`config.mk`:
```
export PLATFORM = sky130hd
export DESIGN_NAME = pscc_div
export DESIGN_NICKNAME = d
export VERILOG_FILES = /design/src/hw/rtl/pscc_div.sv
export SDC_FILE = /design/constraint.sdc
export NUM_CORES = 2
export LEC_CHECK = 0
export ABC_CLOCK_PERIOD_IN_PS = 6700
export CORE_MARGIN = 5
export CORE_UTILIZATION = 25
export CTS_CLUSTER_DIAMETER = 40
export DETAILED_ROUTE_END_ITERATION = 8
export DONT_BUFFER_PORTS = 1
export GPL_TIMING_DRIVEN = 0
export PLACE_DENSITY = 0.43
export SLEW_MARGIN = 20
export SYNTH_ARGS = -nofsm -noshare
export SYNTH_HDL_FRONTEND = slang
export SYNTH_SLANG_ARGS = --single-unit
```
`constraint.sdc`:
```
create_clock -name clk -period 6.7 [get_ports clk]
set_input_delay 1.34 -clock clk [delete_from_list [all_inputs] [get_ports clk]]
set_output_delay 1.34 -clock clk [all_outputs]
set_load 0.1 [all_outputs]
```
`src/hw/rtl/pscc_div.sv`:
```
`timescale 1ns / 1ps
`default_nettype none
// Pipelined restoring divider, one quotient bit per stage, then a
// round-half-up stage. Caller guarantees num < den << Q_W.
module pscc_div #(
	parameter int NUM_W  = 32,
	parameter int DEN_W  = 12,
	parameter int Q_W    = 26,
	parameter int SIDE_W = 4
) (
	input  wire logic              clk,
	input  wire logic              arst_n,
	input  wire logic              en,
	input  wire logic              in_valid,
	input  wire logic [NUM_W-1:0]  num,
	input  wire logic [DEN_W-1:0]  den,
	input  wire logic [SIDE_W-1:0] side,
	output logic                   out_valid,
	output logic [Q_W:0]           quo,
	output logic [SIDE_W-1:0]      out_side
);

	logic [DEN_W-1:0]  rem_s  [Q_W];
	logic [Q_W-1:0]    low_s  [Q_W];
	logic [DEN_W-1:0]  den_s  [Q_W];
	logic [SIDE_W-1:0] side_s [Q_W];
	logic [Q_W-1:0]    v_s;
	logic [DEN_W-1:0]  rem_n  [Q_W];
	logic [Q_W-1:0]    low_n  [Q_W];
	logic              rnd;
	logic [Q_W:0]      quo_s;
	logic [SIDE_W-1:0] side_rs;
	logic              v_rs;

	// one restoring step: shift in next dividend bit, subtract if it fits
	function automatic logic [DEN_W+Q_W-1:0] div_step(
		input logic [DEN_W-1:0] r,
		input logic [Q_W-1:0]   l,
		input logic [DEN_W-1:0] d
	);
		logic [DEN_W:0]   trial;
		logic             ge;
		logic [DEN_W-1:0] nr;
		trial = {r, l[Q_W-1]};
		ge    = (trial >= {1'b0, d});
		nr    = ge ? DEN_W'(trial - {1'b0, d}) : trial[DEN_W-1:0];
		return {nr, l[Q_W-2:0], ge};
	endfunction

	// step logic of every stage
	always_comb begin
		{rem_n[0], low_n[0]} = div_step(DEN_W'(num[NUM_W-1:Q_W]), num[Q_W-1:0], den);
		for (int k = 1; k < Q_W; k++) begin
			{rem_n[k], low_n[k]} = div_step(rem_s[k-1], low_s[k-1], den_s[k-1]);
		end
	end

	// stage valid bits
	always_ff @(posedge clk or negedge arst_n) begin
		if (!arst_n) begin
			v_s  <= '0;
			v_rs <= 1'b0;
		end else if (en) begin
			v_s  <= {v_s[Q_W-2:0], in_valid};
			v_rs <= v_s[Q_W-1];
		end
	end

	// stage payload
	always_ff @(posedge clk) begin
		if (en) begin
			for (int k = 0; k < Q_W; k++) begin
				rem_s[k] <= rem_n[k];
				low_s[k] <= low_n[k];
			end
			den_s[0]  <= den;
			side_s[0] <= side;
			for (int k = 1; k < Q_W; k++) begin
				den_s[k]  <= den_s[k-1];
				side_s[k] <= side_s[k-1];
			end
		end
	end

	// round half up: bump when twice the remainder reaches the divisor
	assign rnd = ({rem_s[Q_W-1], 1'b0} >= {1'b0, den_s[Q_W-1]});

	always_ff @(posedge clk) begin
		if (en) begin
			quo_s   <= {1'b0, low_s[Q_W-1]} + (Q_W+1)'(rnd);
			side_rs <= side_s[Q_W-1];
		end
	end

	assign out_valid = v_rs;
	assign quo       = quo_s;
	assign out_side  = side_rs;

endmodule
`default_nettype wire

```
# Yosys cells after proc, flatten, opt, wreduce, memory -nomap -nowiden
# Memories as Yosys holds them, arrays and structs flattened. A register that Yosys moved wholly into a read port is not among the register bits.
# Index checks and enable logic that the tools add are counted.
# classes
addsub,27
n_lt_le_gt_ge,27
mux,28
# ops
op,count
$ge 13x12->1,26
$mux 12,26
$sub 12x12->12,25
$add 26x1->27,1
$ge 7x12->1,1
$sub 7x12->12,1
$mux 1,2
# word_totals
register_bits,54
mem_bits_rw,1404
out_inout_bits,32
wordCells,89
n_memories,4
# memory_table
name,depth,width,read_ports,rd_clocked_by_memory_dff,wr,line,source
low_s,26,26,26,0,26,24,logic [Q_W-1:0] low_s [Q_W];
den_s,26,12,26,0,26,25,logic [DEN_W-1:0] den_s [Q_W];
rem_s,26,12,26,0,26,23,logic [DEN_W-1:0] rem_s [Q_W];
side_s,26,4,26,1,26,26,logic [SIDE_W-1:0] side_s [Q_W];

# Longest topological paths before layout
# logic_depth
depth_word,2
mapped_depth,17
mapped_depth_nobuf,16

# Worst setup path after synthesis
# No wires, ideal clock.
# synth_path
kind,input -> register
from,input num[25]
to,"memory rem_s[0][2], data pin"
setup_time_ns,0.269
t_arrival_ns,2.920
required_ns,6.431
path_slack_ns,3.511
stages,11
cell_sequence,inv_1 ha_1 fa_1 nor2b_1 o21a_1 o21ai_0 a21oi_1 o21ai_0 clkbuf_1 nand2_1 o21ai_0
# synth_rtl
element,line,source
start: declaration,15,"input wire logic [NUM_W-1:0] num,"
end: declaration,23,

==> flow_summary.yaml <==
power:
  clkPwrFrac_pct: 41.3
  p_seq_share_pct: 34.7
  vdd_drop_max_uv: 206
  power_switching_mw: 10.6
  p_leak_nw: 29.7
  p_int_mw: 27.2
  swShare_pct: 28.1
  p_comb_share_pct: 23.9
  power_density_nw_per_um2: 484
  p_total_mw: 37.8
place:
  dp.cells: 7459
  gp_congestion: 0.798
  place_ws_ns: 2.09
  io_buffers: 0
  dp_hpwl_um: 72700
floorplan:
  start_util_pct: 25.1
  design.die.area_um2: 262000
  ios: 84
  core_um2: 251000
  die_h_um: 512
  row_count: 184
  die_w_um: 512
flow_run:
  drv_cap: 0
finish:
  final_cell_mix: "edfxtp_1 (1435), inv_1 (424), clkbuf_16 (326)"
  multiInputGateArea_um2: 17300
  fill_cells: 24700
  final_nets: 4832
  instances_no_fill: 8028
  seqCellArea_um2: 43800
  area_growth_pct: 24.2
  mostFrequentLayoutCell: "edfxtp_1"
  drive_above_1_share_pct: 17.4
outcome:
  outcome: "finished, final reports clean"
logic_synthesis:
  syn_inst: 4102
  ys.flop_type: "edfxtp_1"
  ys_warn_count: 0
  synth_edf_count: 1435
  seq_area_frac_synth_pct: 69.6
  synth_area_um2: 62900
  ys_seq_elements: 1462
  synth_nets: 4500
  synthArstFlopShare_pct: 1.85
  ys_types: 53
  syn_avg_cell_area_um2: 15.3
grt:
  grt_pass1_vias: 34600
  antenna_found_initial: 5
  grt_pass1_wl_um: 184000
  grt_overflow: 0
  track_usage_pct: 8.59
  grt_start_max_net_pins: 184
setup_path:
  crit_path_start: "en"
  required_ns: 7.18
  max_stage_delay_ns: 0.67
  crit_chain: "buf_16, buf_16, buf_16, buf_16"
  crit_type: "in -> reg"
  slowest_stage: "buf_16"
  cp_max_fo: 170
  worstSetupEndpointType: "flip-flop"
  start_kind: "input port"
  cp_common_cell: "buf_16"
  r2r-start: "den_s[5][1]$_DFFE_PP_"
  worstPathArrival_ns: 4.25
sta:
  layout_setup_ws_ns: 2.92
  drv_slew: 0
  setup_viol: 0
  rsz0062_at_grt: "false"
  tightest_slew_ns: 1.06
  clock_skew_ns: 0.0547
  relSlewSlack_pct: 29.1
  hold_viol: 0
  max_freq_mhz: 265
  setup_tns_ns: 0
  period_share_pct: 56.4
  period_needed_ns: 3.78
clocking:
  cts_tree: "done"
  cts_hold_buf: 0
  cts_buffers: 321
  postCtsSetupBuffers: 0
  clock_latency_ns: 0.90
  cts_buffer_depth: 4
  numClockSinks: 1462
  cts-root-buf: "clkbuf_16"
  clkSlewWorstSetupHoldPaths_ns: 0.05
  cts_resized: 0
  htree_num_levels: 5
detailed_routing:
  antenna_left: 0
  drc: 0
  viasPerCell: 4.12
  via_count: 33100
  wire_per_inst_um: 14.2
  drt_iter0_drc: 1637
  wl_um: 114000
  dr.pass1.iters: 7
worst_hold_path:
  hold_class: "in -> async"
critical path: cells and delay by family:
kind | cells | cell delay (ns)
buf+inv | 4 | 2.17
routing by layer:
metal / routed length (um) / vias to the layer above / global-route usage [%] / share of wire, %
met1: 51100 / 15800 / 10.7 / 45
met4: 4970 / 0 / 4.31 / 4.4
met2: 51900 / 614 / 13.5 / 46
met5: 0 / - / 0 / 0
met3: 5810 / 379 / 2.54 / 5.1
li1: - / 16300 / - / -
final cells by class:
class                   count  area share [%]
flip-flops and latches   1462            56.0
diodes                      1         0.00320
clock buffers             352            10.6
inverters                 424            2.04
multi-input cells        2178            22.2
plain buffers              38           0.280
repair buffers              9           0.317
well taps                3348            5.36
clock inverters           216            3.24
synth_stat cells, types with 6 or more instances:
library cell,n,area (um^2)
mux2i_1,41,410
inv_1,424,1590
o21a_1,58,435
edfxtp_1,1435,43100
and2_1,20,125
nand4_1,15,93.8
xor2_1,101,885
or3_1,17,106
o41a_1,18,203
a211oi_1,10,75.1
xnor2_1,119,1040
o311ai_0,18,158
mux2_2,245,2760
nand2_1,111,417
ha_1,320,4000
and3_1,26,163
a21o_1,114,856
o31a_1,26,228
a2111oi_0,20,175
nor3_1,34,170
o311a_1,17,170
o211ai_1,6,45.0
a21oi_1,213,1070
nand2b_1,43,269
o31ai_1,21,158
buf_4,18,135
nor2_1,147,552
o21ai_0,146,731
a31oi_1,19,119
nor2b_1,54,338
fa_1,26,521
dfrtp_1,27,676
nand3_1,97,485
clkbuf_1,18,67.6
nor4_1,19,119
or2_2,20,125
final timing paths:
kind | to | slack, ns | cells after the start
min in group clk | low_s[0][385]$_DFFE_PP_ | 0.38 | 0
max in group asynchronous | v_s[9]$_DFFE_PN0P_ | 6.49 | 0
worst max-delay path | rem_s[1][118]$_DFFE_PP_ | 2.92 | 4
worst min-delay path | v_s[6]$_DFFE_PN0P_ | 0.13 | 0
worst min register to register | low_s[0][385]$_DFFE_PP_ | 0.38 | 0
worst max register to register | rem_s[0][142]$_DFFE_PP_ | 3.15 | 10
stage by stage:
| stage | hold slack [ns] | area, um^2 | utilization, % |
|---|---|---|---|
| finish | 0.131 | 78200 | 31.1 |
| global route | 0.0371 | 78200 | 31.1 |
| CTS | 0.0227 | 78200 | 31.1 |
| detailed placement | 0.405 | 67400 | 26.8 |
| global placement | 0.400 | 67100 | 26.7 |
| floorplan | 0.400 | 62900 | - |
sequential cells by signal, summed over array words and instances (netlist names):
| name | flops |
|---|---|
| den_s | 312 |
| rem_s | 312 |
| v_s | 26 |
| low_s | 676 |
| out_side | 4 |
| out_valid | 1 |
| quo | 27 |
| side_s | 104 |
power groups by stage:
stage / sequential, mW / combinational, mW / clock (mW)
global route: 13.3 / 10.1 / 16.6
global placement: 13.3 / 8.75 / 0
floorplan: 12.9 / 7.03 / 0
finish: 13.1 / 9.05 / 15.6
detailed placement: 13.3 / 9.03 / 0
CTS: 13.2 / 9.14 / 16.2
logic make-up (layout without fill, tap and decap cells):
family	count (synthesis)	in the layout	synth area share, %
DFF	1462	1462	69.6
other	0	1	0
xor gates and xnor gates	220	220	3.06
buffers and inverters	462	1039	2.88
muxes	286	286	5.04
AOI/OAI and AO/OA	716	716	7.46
adders and majority gates	346	346	7.19
and+or+nand+nor	610	610	4.81
Power figures use the tool's default switching activity.
